===== src/hdl/bpcm_pkg.sv =====
// ----------------------------------------------------------------------------
// Battery presence cutoff monitor package
// Beat types, configuration layout, register indexes and percent scaling.
// ----------------------------------------------------------------------------
`default_nettype none

package bpcm_pkg;

    localparam int unsigned MV_W   = 16;
    localparam int unsigned RUN_W  = 8;
    localparam int unsigned PCT_W  = 7;
    localparam int unsigned CIDX_W = 3;
    localparam int unsigned CDAT_W = 16;

    localparam logic [CIDX_W-1:0] CFG_ABSENT_THR = 3'd0;
    localparam logic [CIDX_W-1:0] CFG_HYST       = 3'd1;
    localparam logic [CIDX_W-1:0] CFG_DEBOUNCE   = 3'd2;
    localparam logic [CIDX_W-1:0] CFG_CUTOFF     = 3'd3;
    localparam logic [CIDX_W-1:0] CFG_LOW_WARN   = 3'd4;

    localparam logic [MV_W-1:0]  RST_ABSENT_THR = 16'd3000;
    localparam logic [MV_W-1:0]  RST_HYST       = 16'd500;
    localparam logic [RUN_W-1:0] RST_DEBOUNCE   = 8'd5;
    localparam logic [MV_W-1:0]  RST_CUTOFF     = 16'd6400;
    localparam logic [MV_W-1:0]  RST_LOW_WARN   = 16'd6800;

    // floor((mv - 6000) * 100 / 2400) == floor((mv - 6000) / 24)
    localparam int unsigned PctBase = 6000;
    localparam int unsigned PctSpan = 2400;
    localparam int unsigned PctFull = 100;
    localparam int unsigned PctStep = PctSpan / PctFull;
    localparam int unsigned PctCap  = PctBase + PctStep * (PctFull + 1);

    localparam logic [MV_W-1:0]  PCT_BASE_MV = MV_W'(PctBase);
    localparam logic [MV_W-1:0]  PCT_CAP_MV  = MV_W'(PctCap);
    localparam logic [PCT_W-1:0] PCT_FULL    = PCT_W'(PctFull);
    // divide by 3 after >>3: e * 171 >> 9 is exact for e < 512
    localparam logic [8:0]       PCT_RECIP   = 9'd171;

    typedef struct packed {
        logic [MV_W-1:0] sample_mv;
        logic            cutoff_latched;
    } t_in_beat;

    typedef struct packed {
        logic [MV_W-1:0]  echo_mv;
        logic             present;
        logic             low_battery;
        logic [PCT_W-1:0] percent;
        logic             set_cutoff_now;
        logic             clear_latch_now;
    } t_out_beat;

    typedef struct packed {
        logic [MV_W-1:0]  absent_thr;
        logic [MV_W-1:0]  hyst;
        logic [RUN_W-1:0] debounce;
        logic [MV_W-1:0]  cutoff;
        logic [MV_W-1:0]  low_warn;
    } t_cfg;

    typedef struct packed {
        logic present;
        logic clear_now;
    } t_pres_status;

    function automatic logic [PCT_W-1:0] pct_of(input logic [MV_W-1:0] mv);
        logic [MV_W-1:0] d;
        logic [8:0]      e;
        logic [17:0]     prod;
        d    = mv - PCT_BASE_MV;
        e    = d[11:3];
        prod = 18'(e) * 18'(PCT_RECIP);
        if (mv <= PCT_BASE_MV) begin
            return '0;
        end else if (mv >= PCT_CAP_MV) begin
            return PCT_FULL;
        end else begin
            return prod[15:9];
        end
    endfunction

endpackage

`default_nettype wire


===== src/hdl/bpcm_presence.sv =====
// ----------------------------------------------------------------------------
// Battery presence debounce
// Saturating below/above run counters with a dead band; absent flag state.
// ----------------------------------------------------------------------------
`default_nettype none

module bpcm_presence (
    input  wire logic                  i_clk,
    input  wire logic                  i_rst_n,
    input  wire logic                  i_step,
    input  wire logic [15:0]           i_mv,
    input  wire logic                  i_latched,
    input  wire bpcm_pkg::t_cfg        i_cfg,
    output bpcm_pkg::t_pres_status     o_status
);
    import bpcm_pkg::*;

    logic             r_absent;
    logic [RUN_W-1:0] r_below_run;
    logic [RUN_W-1:0] r_above_run;
    logic             n_absent;
    logic [RUN_W-1:0] n_below_run;
    logic [RUN_W-1:0] n_above_run;
    logic             below;
    logic             above;
    logic [MV_W:0]    band_top;
    logic             clear_now;

    assign band_top = {1'b0, i_cfg.absent_thr} + {1'b0, i_cfg.hyst};
    assign below    = i_mv < i_cfg.absent_thr;
    assign above    = {1'b0, i_mv} > band_top;

    always_comb begin
        n_absent    = r_absent;
        n_below_run = r_below_run;
        n_above_run = r_above_run;
        clear_now   = 1'b0;
        priority if (below) begin
            n_above_run = '0;
            if (r_below_run < i_cfg.debounce) begin
                n_below_run = r_below_run + RUN_W'(1);
            end
            if (n_below_run >= i_cfg.debounce && !r_absent) begin
                n_absent  = 1'b1;
                clear_now = i_latched;
            end
        end else if (above) begin
            n_below_run = '0;
            if (r_above_run < i_cfg.debounce) begin
                n_above_run = r_above_run + RUN_W'(1);
            end
            if (n_above_run >= i_cfg.debounce) begin
                n_absent = 1'b0;
            end
        end else begin
            n_absent = r_absent;
        end
    end

    always_ff @(posedge i_clk) begin
        if (!i_rst_n) begin
            r_absent    <= 1'b0;
            r_below_run <= '0;
            r_above_run <= '0;
        end else if (i_step) begin
            r_absent    <= n_absent;
            r_below_run <= n_below_run;
            r_above_run <= n_above_run;
        end
    end

    assign o_status.present   = !n_absent;
    assign o_status.clear_now = clear_now;

`ifndef SYNTHESIS
    a_clear_enters_absent: assert property (@(posedge i_clk) disable iff (!i_rst_n)
        i_step && clear_now |=> r_absent)
        else $error("clear request without entering absent");
    a_counters_exclusive: assert property (@(posedge i_clk) disable iff (!i_rst_n)
        !(r_below_run != '0 && r_above_run != '0))
        else $error("both run counters nonzero");
    a_idle_holds: assert property (@(posedge i_clk) disable iff (!i_rst_n)
        !i_step |=> $stable(r_absent) && $stable(r_below_run) && $stable(r_above_run))
        else $error("presence state moved without a step");
`endif

endmodule

`default_nettype wire


===== src/hdl/battery_presence_cutoff_monitor_core.sv =====
// Flow: an accepted beat is held in the input register, then moves to the result register when it advances.
// Throughput: one beat per cycle unless output stalls; input register, one pass of compare logic, result register.
// Result register frees as the sink takes a beat, so input accept continues under a full output.
// Reset: config returns to defaults, battery counts present, run counters zero, pipe empty.
// ----------------------------------------------------------------------------
// Battery presence cutoff monitor core
// Debounced presence, cutoff and clear requests, low warning and charge percent.
// ----------------------------------------------------------------------------
`default_nettype none

module battery_presence_cutoff_monitor_core (
    input  wire logic                  i_clk,
    input  wire logic                  i_rst_n,
    input  wire logic                  i_cfg_we,
    input  wire logic [2:0]            i_cfg_idx,
    input  wire logic [15:0]           i_cfg_data,
    input  wire logic                  i_in_valid,
    input  wire bpcm_pkg::t_in_beat    i_in_data,
    output logic                       o_in_stall,
    output logic                       o_out_valid,
    output bpcm_pkg::t_out_beat        o_out_data,
    input  wire logic                  i_out_stall
);
    import bpcm_pkg::*;

    t_cfg         r_cfg;
    logic         r_s1_valid;
    t_in_beat     r_s1_data;
    logic         r_out_valid;
    t_out_beat    r_out_data;
    t_out_beat    n_out_data;
    t_pres_status pres;
    logic         advance;
    logic         step;

    assign advance    = !r_out_valid || !i_out_stall;
    assign step       = r_s1_valid && advance;
    assign o_in_stall = r_s1_valid && !advance;

    always_ff @(posedge i_clk) begin
        if (!i_rst_n) begin
            r_cfg.absent_thr <= RST_ABSENT_THR;
            r_cfg.hyst       <= RST_HYST;
            r_cfg.debounce   <= RST_DEBOUNCE;
            r_cfg.cutoff     <= RST_CUTOFF;
            r_cfg.low_warn   <= RST_LOW_WARN;
        end else if (i_cfg_we) begin
            unique case (i_cfg_idx)
                CFG_ABSENT_THR: r_cfg.absent_thr <= i_cfg_data;
                CFG_HYST:       r_cfg.hyst       <= i_cfg_data;
                CFG_DEBOUNCE:   r_cfg.debounce   <= i_cfg_data[RUN_W-1:0];
                CFG_CUTOFF:     r_cfg.cutoff     <= i_cfg_data;
                CFG_LOW_WARN:   r_cfg.low_warn   <= i_cfg_data;
                default:        r_cfg            <= r_cfg;
            endcase
        end
    end

    bpcm_presence u_presence (
        .i_clk     (i_clk),
        .i_rst_n   (i_rst_n),
        .i_step    (step),
        .i_mv      (r_s1_data.sample_mv),
        .i_latched (r_s1_data.cutoff_latched),
        .i_cfg     (r_cfg),
        .o_status  (pres)
    );

    always_comb begin
        n_out_data.echo_mv         = r_s1_data.sample_mv;
        n_out_data.present         = pres.present;
        n_out_data.low_battery     = pres.present
                                     && (r_s1_data.sample_mv < r_cfg.low_warn);
        n_out_data.percent         = pct_of(r_s1_data.sample_mv);
        n_out_data.set_cutoff_now  = pres.present
                                     && (r_s1_data.sample_mv < r_cfg.cutoff)
                                     && !r_s1_data.cutoff_latched;
        n_out_data.clear_latch_now = pres.clear_now;
    end

    // advance the input stage
    always_ff @(posedge i_clk) begin
        if (!i_rst_n) begin
            r_s1_valid <= 1'b0;
        end else if (!o_in_stall) begin
            r_s1_valid <= i_in_valid;
        end
    end

    always_ff @(posedge i_clk) begin
        if (i_in_valid && !o_in_stall) begin
            r_s1_data <= i_in_data;
        end
    end

    // advance the result stage
    always_ff @(posedge i_clk) begin
        if (!i_rst_n) begin
            r_out_valid <= 1'b0;
        end else if (advance) begin
            r_out_valid <= r_s1_valid;
        end
    end

    always_ff @(posedge i_clk) begin
        if (step) begin
            r_out_data <= n_out_data;
        end
    end

    assign o_out_valid = r_out_valid;
    assign o_out_data  = r_out_data;

`ifndef SYNTHESIS
    a_pct_range: assert property (@(posedge i_clk) disable iff (!i_rst_n)
        o_out_valid |-> o_out_data.percent <= PCT_FULL)
        else $error("percent above full scale");
    a_requests_exclusive: assert property (@(posedge i_clk) disable iff (!i_rst_n)
        o_out_valid && (o_out_data.set_cutoff_now || o_out_data.low_battery)
            |-> o_out_data.present && !o_out_data.clear_latch_now)
        else $error("present-only flag on an absent beat");
    a_clear_absent: assert property (@(posedge i_clk) disable iff (!i_rst_n)
        o_out_valid && o_out_data.clear_latch_now |-> !o_out_data.present)
        else $error("clear request while present");
    a_stage_kept: assert property (@(posedge i_clk) disable iff (!i_rst_n)
        r_s1_valid && !advance |=> r_s1_valid && $stable(r_s1_data))
        else $error("held input beat lost");
`endif

endmodule

`default_nettype wire

===== config.mk =====
export PLATFORM = sky130hd
export DESIGN_NAME = battery_presence_cutoff_monitor_core
export DESIGN_NICKNAME = d
export VERILOG_FILES = /design/src/hdl/bpcm_pkg.sv /design/src/hdl/bpcm_presence.sv /design/src/hdl/battery_presence_cutoff_monitor_core.sv
export SDC_FILE = /design/constraint.sdc
export NUM_CORES = 1
export LEC_CHECK = 0
export BUFFER_PORTS_ARGS = -buffer_cell sky130_fd_sc_hd__buf_4
export CELL_PAD_IN_SITES_DETAIL_PLACEMENT = 0
export CELL_PAD_IN_SITES_GLOBAL_PLACEMENT = 1
export CORE_UTILIZATION = 40
export CTS_CLUSTER_SIZE = 16
export DETAILED_ROUTE_END_ITERATION = 16
export GPL_TIMING_DRIVEN = 0
export PLACE_DENSITY_LB_ADDON = 0.1
export SYNTH_ARGS = -nofsm -noshare
export SYNTH_HDL_FRONTEND = slang
export SYNTH_SLANG_ARGS = --single-unit

===== constraint.sdc =====
create_clock -name i_clk -period 5.03 [get_ports i_clk]
set_input_delay 0.7545 -clock i_clk [delete_from_list [all_inputs] [get_ports i_clk]]
set_output_delay 0.7545 -clock i_clk [all_outputs]
set_load 0.01 [all_outputs]

# --- After elaboration in Yosys (flattened, before gate mapping) ---
# Index checks and enable logic that the tools add are counted.
word_totals:
  reg_bits: 135
  in_bits: 41
  output_inout_bits: 29
  wordCells: 77
op_classes:
  addsub: 4
  multipliers: 1
  n_lt_le_gt_ge: 10
  eq_ne: 4
  mux: 14
  n_reduce_logical: 25
op_table:
  columns: ["op", "count"]
  rows:
  - ["2-to-1 mux 8 bit", 9]
  - ["< comparator 16 bit", 3]
  - ["adder 16 x 16 -> 17 bit", 1]
  - ["greater-than comparator 16 x 17 -> 1 bit", 1]
  - ["adder 8 x 1 -> 8 bit, second input constant", 2]
  - ["greater-or-equal comparator 16 x 14 -> 1 bit, second input constant", 1]
  - ["greater-or-equal comparator 8 bit", 2]
  - ["less-or-equal comparator 16 x 13 -> 1 bit, second input constant", 1]
  - ["< comparator 8 bit", 2]
  - ["multiplier 9 x 8 -> 16 bit, second input constant", 1]
  - ["AND reduction 2 bit", 7]
  - ["subtractor 12 x 11 -> 12 bit, second input constant", 1]
  - ["logical AND 1 bit", 7]
  - ["zero test 1 bit", 7]
  - ["2-to-1 mux 7 bit", 1]
  - ["equality test 3 x 2 -> 1 bit, second input constant", 2]
  - ["2-to-1 mux 1 bit", 4]
  - ["equality test 3 x 1 -> 1 bit, second input constant", 1]
  - ["equality test 3 bit, second input constant", 1]
  - ["zero test 3 bit", 1]
  - ["nonzero test 2 bit", 1]
  - ["OR reduction 2 bit", 1]
  - ["logical OR 1 bit", 1]

# --- Longest topological paths before layout ---
# Gate-level depths: netlist (run 1).
logic_depth:
  depth_word: 11
  ltp_mapped: 18
  mapped_depth_nobuf: 17

# --- Hierarchy ---
# Synthesis (run 1) repeated with hierarchy kept, for this count alone.
unflattened:
  hier_cells: 1016
  area_unflattened_um2: 9404.0
modules_own_cells:
  columns: ["module", "instances", "cells_per_inst", "area_each_um2", "seq_area_each_um2"]
  rows:
  - ["battery_presence_cutoff_monitor_core", 1, 638, 6232.2, 2802.7]
  - ["bpcm_presence", 1, 378, 3171.8, 340.3]

# --- Least setup slack after synthesis (run 1) ---
# Ideal clock, no wire load.
synth_path:
  kind: "reg2reg"
  from: "reg r_s1_data, in the netlist n_out_data[16]"
  to: "reg r_out_data, in the netlist o_out_data[8] (data pin)"
  setup_ps: 264
  arrival_ps: 4551
  required_ps: 4766
  setup_slack_ps: 214
  path_stages_with_launch: 17
  path_buffers: 0
  period_less_slack_ps: 4816
  path_cell_list: "edfxtp_1 ha_1 xor2_1 ha_1 inv_1 fa_1 inv_1 fa_1 fa_1 ha_1 or4_1 a21oi_1 o31ai_1 a41o_1 a211oi_2 nor4b_1 nor3_1"
synth_between:
  elab_chain_cells: 3
  word_cells_on_any_way: 5
  classes_between: "add/sub (1); mul (1); order compare (2); mux (1)"
synth_rtl:
  columns: ["element", "line_no", "rtl"]
  rows:
  - ["from (decl)", "battery_presence_cutoff_monitor_core.sv:28", "t_in_beat r_s1_data;"]
  - ["from (signal assigned)", "battery_presence_cutoff_monitor_core.sv:92", "r_s1_data <= i_in_data;"]
  - ["subtractor 12 x 11 -> 12 bit", "bpcm_pkg.sv:71", "d = mv - PCT_BASE_MV;"]
  - ["multiplier 9 x 8 -> 16 bit", "bpcm_pkg.sv:73", "prod = 18'(e) * 18'(PCT_RECIP);"]
  - ["2-to-1 mux 7 bit", "bpcm_pkg.sv:76", "end else if (mv >= PCT_CAP_MV) begin"]
  - ["to (signal assigned)", "battery_presence_cutoff_monitor_core.sv:107", "r_out_data <= n_out_data;"]
  - ["to (decl)", "battery_presence_cutoff_monitor_core.sv:30", "t_out_beat r_out_data;"]
# Several ways; a longest one is shown, not always the timed one.
# A chain may end at the register's enable or synchronous reset.

# --- Final worst setup path (run 1) ---
layout_path:
  from: "reg r_s1_data, in the netlist n_out_data[15]"
  to: "reg r_out_data, in the netlist o_out_data[8] (data pin)"
# The elaborated chain is that of the path after synthesis.

==> results.json, run 1 <==
{
  "outcome": "completed",
  "holdBufCountCts": 0,
  "leakage_uw": 0.00475,
  "routed_wl_mm": 25.4,
  "hpwl_mm": 19.0,
  "crit_chain": "ha_4, xor2_4, ha_4, inv_2, fa_1, inv_1, fa_1, fa_1, ha_2, or4_4, a21oi_4, o31ai_4, a41o_1, a211oi_2, nor4b_2, nor3_1",
  "antenna_found_initial": 0,
  "fp.dieArea_um2": 23500,
  "final_max_slew_viol_count": 0,
  "grtUsageTotal": 0.225,
  "post-route-period-util": 0.968,
  "numPortBuffers": 68,
  "syn_nets": 1226,
  "hold_class": "flip-flop to flip-flop",
  "synthTopCellsByArea": "ha_1 (21%), dfxtp_1 (20%), edfxtp_1 (14%), nand2_1 (6.9%), a21oi_1 (5.0%)",
  "crit_top_cell": "fa_1",
  "holdWs_ns": 0.455,
  "cpPeakStageDelay_ns": 0.54,
  "cts.sinks": 135,
  "dr.pass1.iters": 4,
  "cp.arrival_ns": 5.03,
  "syn_area_per_cell_um2": 9.02,
  "die_height_um": 153,
  "grt_pass1_vias": 7303,
  "synth_top_area_cell": "ha_1",
  "grt_max_degree": 32,
  "clk_latency_ns": 0.42,
  "final.setup_skew_ns": 0.00840,
  "ios": 70,
  "tns_ns": 0,
  "final_area_um2": 10900,
  "nets": 1337,
  "fp-row-count": 55,
  "grt_overflow": 0,
  "critical_path_class": "flip-flop to flip-flop",
  "drive_above_1_share": 0.141,
  "drc": 0,
  "synth_top_area_share": 0.210,
  "cts_tree": "built",
  "synth-seq-cells": 135,
  "antennaDiodeCount": 0,
  "synthDistinctLibCells": 64,
  "worst_pin_slew_ns": 1.27,
  "async_reset_ff_frac": 0,
  "setup_violations": 0,
  "viasPerCell": 5.28,
  "gp_congestion": 0.823,
  "yosys.area_share.simple": 0.161,
  "core_area_um2": 22600,
  "vias": 7517,
  "clk_pin_slew_ns": 0.07,
  "synth-edff-count": 44,
  "finalHoldViolCount": 0,
  "synth_top_family_by_area": "adder cells",
  "fmax_mhz": 205,
  "drt-initial-drc-count": 367,
  "synthMuxAreaShare": 0.00246,
  "critPathSlowestCell": "fa_1",
  "dieWidth_um": 153,
  "synth.cell_area_um2": 9160,
  "cts_made_buffers": 17,
  "cts_buffer_depth": 2,
  "yosysSeqAreaShare": 0.343,
  "synth_top_flop_cell": "dfxtp_1",
  "synth-warning-count": 0,
  "grt_pass1_wl_mm": 40.3,
  "critPathMaxFanout": 4,
  "routedWlPerCell_um": 17.8,
  "crit_required_ns": 5.19,
  "synth_compound_area_frac": 0.164,
  "startpoint_type": "flip-flop",
  "cellPowerDensity_nw_per_um2": 321,
  "dpl-instance-area_um2": 10000,
  "synthXorXnorAreaFrac": 0.0363,
  "area.growth.synth_to_final_pct": 19.4,
  "cts_root_buf": "clkbuf_16",
  "cap_violations": 0,
  "end_kind": "flip-flop",
  "synth_cells": 1016,
  "synth_fa_ha_area_frac": 0.243,
  "slew_headroom": 0.154,
  "period_needed_ns": 4.87,
  "start_util": 0.406,
  "ant_nets": 0,
  "htreeDepth": 4,
  "vdd_drop_max_mv": 0.218
}
## layout make-up
| cell class | instances | area [µm²] |
|---|---|---|
| fill | 2237 | 11600 |
| inverter | 95 | 357 |
| buffer | 25 | 95.1 |
| tap | 285 | 357 |
| clock buffer | 17 | 425 |
| sequential | 135 | 3140 |
| timing repair buffer | 92 | 702 |
| multi-input combinational | 761 | 5690 |
| clock inverter | 15 | 173 |
## layer usage
| metal | vias to the layer above | GRT usage | wire [µm] |
|---|---|---|---|
| met5 | - | 0 | 0 |
| met4 | 0 | 0.0600 | 372 |
| met3 | 20 | 0.0289 | 769 |
| met2 | 138 | 0.379 | 11900 |
| met1 | 3521 | 0.303 | 12400 |
| li1 | 3838 | - | - |
## state kept, by name, indices dropped and copies added (netlist names)
register,flops
u_presence.r_absent,1
r_s1_data,1
r_cfg,72
o_out_data,27
n_out_data,16
u_presence.r_above_run,8
o_out_valid,1
u_presence.r_below_run,8
r_s1_valid,1
## synth_stat cells, drive strengths merged, types with 2 or more instances
cell type  count
nand2        168
ha           154
inv           95
a21oi         94
dfxtp         91
edfxtp        44
nor2          35
o21ai         32
nand3         31
clkbuf        24
xor2          22
o211ai        21
a21o          19
nand2b        18
xnor2         16
fa            15
nand4         14
nor3          14
a31oi         11
and3           8
nor4           8
o21a           8
a211oi         6
and2           6
a2111oi        5
o31ai          5
a221o          4
a221oi         4
nor2b          4
or3            4
or4            4
a21boi         3
a22o           3
o22a           3
or2            3
mux2           2
## per-stage QoR
step                setup WS [ns]  power, µW  cells  utilization
finish                      0.161       3510   1425        0.485
global route             -0.00849       3740   1425        0.485
CTS                       0.00525       3470   1413        0.478
detailed placement         -0.592       2140   1370        0.445
global placement           -0.638       2140   1369        0.444
floorplan                   0.214       1880   1016            -
## cell families (layout without fill, tap and decap cells)
group	count (synthesis)	in the layout
fa+ha+maj	169	169
xor+xnor	38	38
buf+inv	120	244
mux	2	2
compound gates	230	230
simple gates	322	322
flops	135	135
## cell usage in the layout (no fill, tap or decap), types with 13 or more instances in the layout
master     synthesis  layout
a21o_1            19      19
a21oi_1           92      90
buf_4              0      90
clkbuf_1          24      24
clkbuf_16          0      17
dfxtp_1           91      91
edfxtp_1          44      44
fa_1              15      15
ha_1             154     151
inv_1             94      91
nand2_1          168     168
nand2b_1          18      18
nand3_1           31      31
nand4_1           14      14
nor2_1            35      35
nor3_1            13      13
o211ai_1          20      20
o21ai_0           28      27
xnor2_1           16      13
xor2_1            22      20
## worst max-delay path, delay by kind of cell, from the launching register on
family / cells / cell delay [ns]
buffers and inverters: 2 / 0.10
AO/OA/AOI/OAI: 4 / 0.82
flip-flops: 1 / 0.53
adder cells (fa/ha/maj): 6 / 2.22
XOR/XNOR: 1 / 0.18
AND/OR/NAND/NOR: 3 / 0.75
## worst paths after layout
check,from,to,slack [ns],depth (start not counted)
worst max-delay path,n_out_data[15],o_out_data[8],0.16,16
worst min-delay path,r_cfg[3],r_cfg[3],0.46,2
worst max register to register,n_out_data[15],o_out_data[8],0.16,16
worst min register to register,r_cfg[3],r_cfg[3],0.46,2
## report_power, final
group | switching [µW] | internal, µW | total [µW]
sequential | 40.6 | 1170 | 1210
clock | 574 | 713 | 1290
combinational | 546 | 463 | 1010
total | 1160 | 2350 | 3510
## repair_timing
action,CTS,global route
gates resized for setup,10,13
buffers inserted,11,12
pin swaps,2,8
cloned,0,0
setup endpoints to repair,6,5
Note: power is estimated with default switching activity, not from simulation.
==> inputs of run 2 (changes only) <==
- CORE_UTILIZATION: 40 -> 35
- SYNTH_HIERARCHICAL: unset -> 1
==> run 2 against run 1 <==
The flow now finishes with violations (design-rule violations). Core utilization fell by 6.0 points. Clock skew grew 0.018 ns. Non-clock buffer count is 12 lower. Register-to-register slack better by 0.10 ns. Sequential power about the same. Count of clock-buffer cells in the layout unchanged. Maximum frequency is 2.1% higher. Synthesized cell count unchanged. Sequential cell count did not move. Design area increased by 1.7%. Sequential share of layout area decreased by 0.47 points. Critical endpoint is now o_out_data[7]. Largest cell class unchanged. Highest routed layer unchanged.
==> results.json, run 2 <==
{
  "outcome": "finished with violations",
  "violations": "design-rule violations",
  "synthDistinctLibCells": 75,
  "synth_top_area_cell": "ha_1",
  "synth_common_cells": "nand2_1 (165), ha_1 (152), inv_1 (94)",
  "final_max_slew_viol_count": 0,
  "core_area_um2": 26200,
  "cellPowerDensity_nw_per_um2": 313,
  "routedWlPerCell_um": 17.8,
  "antennaDiodeCount": 0,
  "clk_latency_ns": 0.44,
  "cts_root_buf": "clkbuf_16",
  "dpl-instance-area_um2": 10400,
  "worst_pin_slew_ns": 0.832,
  "syn_nets": 1224,
  "fp-row-count": 59,
  "tns_ns": 0,
  "critical_path_class": "flip-flop to flip-flop",
  "cap_violations": 0,
  "end_kind": "flip-flop",
  "grt_overflow": 0,
  "synth-edff-count": 44,
  "cp.arrival_ns": 4.92,
  "final_area_um2": 11100,
  "die_height_um": 166,
  "grt_pass1_wl_mm": 41.4,
  "top_register": "r_cfg",
  "fin_ws_ns": 0.261,
  "critPathMaxFanout": 5,
  "numPortBuffers": 69,
  "period_needed_ns": 4.77,
  "cts_tree": "built",
  "drc": 1,
  "fmax_mhz": 210,
  "drive_above_1_share": 0.130,
  "grt_pass1_vias": 7323,
  "startpoint_type": "flip-flop",
  "final_common_cell": "nand2_1",
  "grtUsageTotal": 0.197,
  "dpl.cell_count": 1421,
  "cts_made_buffers": 17,
  "start_util": 0.359,
  "yosysMostFrequentCell": "nand2_1",
  "synth_top_area_share": 0.202,
  "syn_area_per_cell_um2": 9.26,
  "mostFrequentLayoutCells": "nand2_1 (165), ha_1 (152), inv_1 (94), dfxtp_1 (91), buf_4 (80)",
  "largest_register_ffs": 72,
  "grt_max_degree": 26,
  "leakage_uw": 0.00481,
  "synth_cells": 1016,
  "setup_violations": 0,
  "vias": 7366,
  "holdWs_ns": 0.467,
  "rsz0062_at_grt": "true",
  "post-route-period-util": 0.948,
  "final.setup_skew_ns": 0.0266,
  "ios": 70,
  "dr.pass1.iters": 10,
  "cts.sinks": 135,
  "hold_class": "flip-flop to flip-flop",
  "yosysSeqAreaShare": 0.334,
  "synth-warning-count": 6,
  "crit_required_ns": 5.18,
  "finalHoldViolCount": 0,
  "gp_congestion": 0.817,
  "synth_top_flop_cell": "dfxtp_1",
  "clk_pin_slew_ns": 0.08,
  "fp.dieArea_um2": 27500,
  "vdd_drop_max_mv": 0.250,
  "synth.cell_area_um2": 9400,
  "slew_headroom": 0.443,
  "antenna_found_initial": 0,
  "hpwl_mm": 19.6,
  "async_reset_ff_frac": 0,
  "htreeDepth": 4,
  "area.growth.synth_to_final_pct": 18.3,
  "cts_buffer_depth": 2,
  "dieWidth_um": 166,
  "preCtsSetupSlack_ns": -0.294,
  "nets": 1323,
  "routed_wl_mm": 26.0,
  "synth-seq-cells": 135,
  "layout.cells.non_filler": 1463,
  "viasPerCell": 5.03,
  "drt-initial-drc-count": 337,
  "ant_nets": 0,
  "holdBufCountCts": 0,
  "synthTopCellsByArea": "ha_1 (20%), dfxtp_1 (19%), edfxtp_1 (14%), nand2_1 (6.6%), a21boi_0 (4.2%)"
}
## run 2: changes by cell type after synthesis, moves of 7 or more
cell / before / now
a21boi_0: 3 / 52
a21oi_1: 92 / 41
nor2_1: 35 / 28
xor2_1: 22 / 10
o21ai_0: 28 / 21
xnor2_1: 16 / 34
## run 2: logic make-up after synthesis
logic type / Yosys count / share of synthesized area
simple gates: 318 / 0.162
compound gates: 229 / 0.175
fa+ha+maj: 167 / 0.234
flops: 135 / 0.334
buf+inv: 119 / 0.0491
xor+xnor: 44 / 0.0410
mux: 4 / 0.00452
## run 2: timing repair
action	4_1_cts	5_1_grt
endpoints found under the setup margin	6	8
buffers inserted	10	0
resized for setup	1	7
## run 2: critical path, cell delays in order (launching register included)
cell,delay [ns]
edfxtp_1,0.50
buf_4,0.20
and3_1,0.20
xnor2_4,0.23
ha_1,0.29
fa_1,0.54
inv_1,0.05
fa_1,0.50
fa_1,0.54
inv_1,0.04
ha_1,0.22
or4_1,0.43
o211ai_1,0.11
a21o_1,0.16
a21boi_0,0.16
nor4_1,0.22
a211oi_1,0.08
## run 2: report_power, final
part	switching (µW)	internal (µW)
clock network	626	678
logic	522	437
registers	45.4	1170
total	1190	2280
## run 2: worst paths after layout
| path | from | to | slack (ns) | cells after the start |
|---|---|---|---|---|
| worst max-delay path | n_out_data[15] | o_out_data[7] | 0.26 | 16 |
| worst min-delay path | r_cfg[29] | r_cfg[29] | 0.47 | 2 |
| worst max register to register | n_out_data[15] | o_out_data[7] | 0.26 | 16 |
| worst min register to register | r_cfg[29] | r_cfg[29] | 0.47 | 2 |
## run 2: stage by stage
| stage | total power, µW | utilization |
|---|---|---|
| 2_1_floorplan | 1920 | - |
| 3_3_place_gp | 2180 | 0.395 |
| 3_5_place_dp | 2180 | 0.396 |
| 4_1_cts | 3510 | 0.423 |
| 5_1_grt | 3710 | 0.424 |
| 6_report | 3480 | 0.424 |
## run 2: area by class of cell
class,instances,area [µm²]
plain buffers,25,109
clock buffers,17,425
clock inverters,15,194
fillers,2611,15100
inverters,94,353
multi-input cells,762,5860
flip-flops and latches,135,3140
well taps,335,419
repair buffers,80,613
## run 2: per-layer routing
layer  part of all wire  track usage  routed length, µm  vias up
met4              0.019       0.0618                496        0
met2               0.47        0.331              12100      105
met3              0.027       0.0307                702       24
met1               0.49        0.259              12700     3424
met5                  0            0                  0        -
li1                   -            -                  -     3813
==> inputs of run 3 (changes only) <==
- MAX_ROUTING_LAYER: unset -> met4
==> run 3 against run 2 <==
The run still ends with design-rule violations left. Total power barely moved. Non-clock buffer count did not move. Die area did not move. Critical path depth did not move. Register-to-register slack barely moved. Wire length barely moved. Core utilization did not move. Clock skew fell by 0.0011 ns.
==> results.json, run 3 (synthesis results as in run 2) <==
{
  "gp_congestion": 0.829,
  "switching_share": 0.343,
  "outcome": "finished with violations",
  "ios": 70,
  "start_util": 0.359,
  "die_height_um": 166,
  "dieWidth_um": 166,
  "viasPerCell": 5.04,
  "cpPeakStageDelay_ns": 0.54,
  "multi_input_area_um2": 5860,
  "final_common_cell": "nand2_1",
  "fmax_mhz": 210,
  "leakage_uw": 0.00481,
  "critPathMaxFanout": 5,
  "startpoint_type": "flip-flop",
  "numPortBuffers": 69,
  "hold_class": "flip-flop to flip-flop",
  "finalHoldViolCount": 0,
  "violations": "design-rule violations",
  "final_max_slew_viol_count": 0,
  "largest_register_ffs": 72,
  "cts_root_buf": "clkbuf_16",
  "critPathSlowestCell": "fa_1",
  "cellPowerDensity_nw_per_um2": 312,
  "critical_path_class": "flip-flop to flip-flop",
  "grt_pass1_wl_mm": 41.4,
  "cp_num_buf_inv": 3,
  "drc": 1,
  "fill_cells": 2611,
  "rsz0062_at_grt": "true",
  "core_area_um2": 26200,
  "dpl-instance-area_um2": 10400,
  "p_seq_frac": 0.350,
  "clk_latency_ns": 0.44,
  "cts.sinks": 135,
  "final.setup_skew_ns": 0.0255,
  "dr.pass1.iters": 10,
  "grt_max_degree": 26,
  "crit_family": "adder cells",
  "p_clk_frac": 0.375,
  "fp-row-count": 59,
  "ant_nets": 0,
  "grt_overflow": 0,
  "vias": 7372,
  "cap_violations": 0,
  "post-route-period-util": 0.948,
  "final_area_um2": 11100,
  "clk_pin_slew_ns": 0.07,
  "drive_above_1_share": 0.130,
  "cts_made_buffers": 17,
  "fp.dieArea_um2": 27500,
  "cp.depth": 16,
  "mostFrequentLayoutCells": "nand2_1 (165), ha_1 (152), inv_1 (94), dfxtp_1 (91), buf_4 (80)",
  "worst-r2r-cell-count": 16,
  "cts_buffer_depth": 2,
  "drt-initial-drc-count": 356,
  "setup_violations": 0,
  "routed_wl_mm": 26.1,
  "worst_pin_slew_ns": 0.835,
  "nets": 1323,
  "crit_top_cell": "fa_1",
  "worstHoldPathCells": 2,
  "slew_headroom": 0.441,
  "p_int_uw": 2280,
  "end_kind": "flip-flop",
  "vdd_drop_max_mv": 0.249,
  "routedWlPerCell_um": 17.8,
  "top_register": "r_cfg",
  "crit_chain": "buf_4, and3_1, xnor2_4, ha_1, fa_1, inv_1, fa_1, fa_1, inv_1, ha_1, or4_1, o211ai_1, a21o_1, a21boi_0, nor4_1, a211oi_1",
  "antennaDiodeCount": 0,
  "area.growth.synth_to_final_pct": 18.3,
  "htreeDepth": 4,
  "crit_required_ns": 5.18,
  "preCtsSetupSlack_ns": -0.294,
  "period_needed_ns": 4.77,
  "cp.arrival_ns": 4.92,
  "p_switching_uw": 1190,
  "fin_ws_ns": 0.261,
  "cts_tree": "built",
  "comb_power_share": 0.276,
  "hpwl_mm": 19.6,
  "antenna_found_initial": 0,
  "grt_pass1_vias": 7321,
  "grtUsageTotal": 0.203,
  "regArea_um2": 3140
}
-- run 3: per-layer routing --
metal  global-route usage  routed length (µm)
met5                    -                   0
met4               0.0642                 516
met3               0.0274                 665
met2                0.331               12100
met1                0.260               12800
-- run 3: cell type report --
class / instances / share of cell area
plain buffers: 25 / 0.00979
multi-input cells: 762 / 0.527
repair buffers: 80 / 0.0551
well taps: 335 / 0.0377
inverters: 94 / 0.0317
flip-flops and latches: 135 / 0.283
clock inverters: 15 / 0.0174
clock buffers: 17 / 0.0383
-- run 3: worst paths after layout --
check | from | end | slack, ns
setup / recovery | n_out_data[15] | o_out_data[7] | 0.26
hold / removal | r_cfg[36] | r_cfg[36] | 0.47
setup reg to reg | n_out_data[15] | o_out_data[7] | 0.26
hold reg to reg | r_cfg[36] | r_cfg[36] | 0.47
-- run 3: what timing repair did --
action,4_1_cts,5_1_grt
resized for setup,1,7
buffers inserted,10,0
cloned,0,0
setup endpoints to repair,6,8
hold endpoints to repair,0,0
hold buffers,0,0
-- run 3: metrics by stage --
step	setup TNS, ns	hold WS, ns	total power [µW]	cells	util
floorplan	0	0.441	1920	1016	-
global placement	-35.23	0.452	2180	1420	0.395
detailed placement	-1.20	0.461	2180	1421	0.396
CTS	0	0.467	3510	1463	0.423
global route	-0.0477	0.462	3710	1463	0.424
finish	0	0.467	3470	1463	0.424
-- run 3: worst min-delay path: stages (launching register included) --
cell      delay (ns)
dfxtp_1         0.31
nand2_1         0.05
a21boi_0        0.06
-- run 3: power groups by stage --
| stage | combinational (µW) | clock (µW) | sequential [µW] |
|---|---|---|---|
| after floorplan | 692 | 0 | 1230 |
| after global placement | 929 | 0 | 1250 |
| after detailed placement | 931 | 0 | 1250 |
| after CTS | 956 | 1340 | 1220 |
| after global routing | 1120 | 1370 | 1220 |
| final | 959 | 1300 | 1210 |
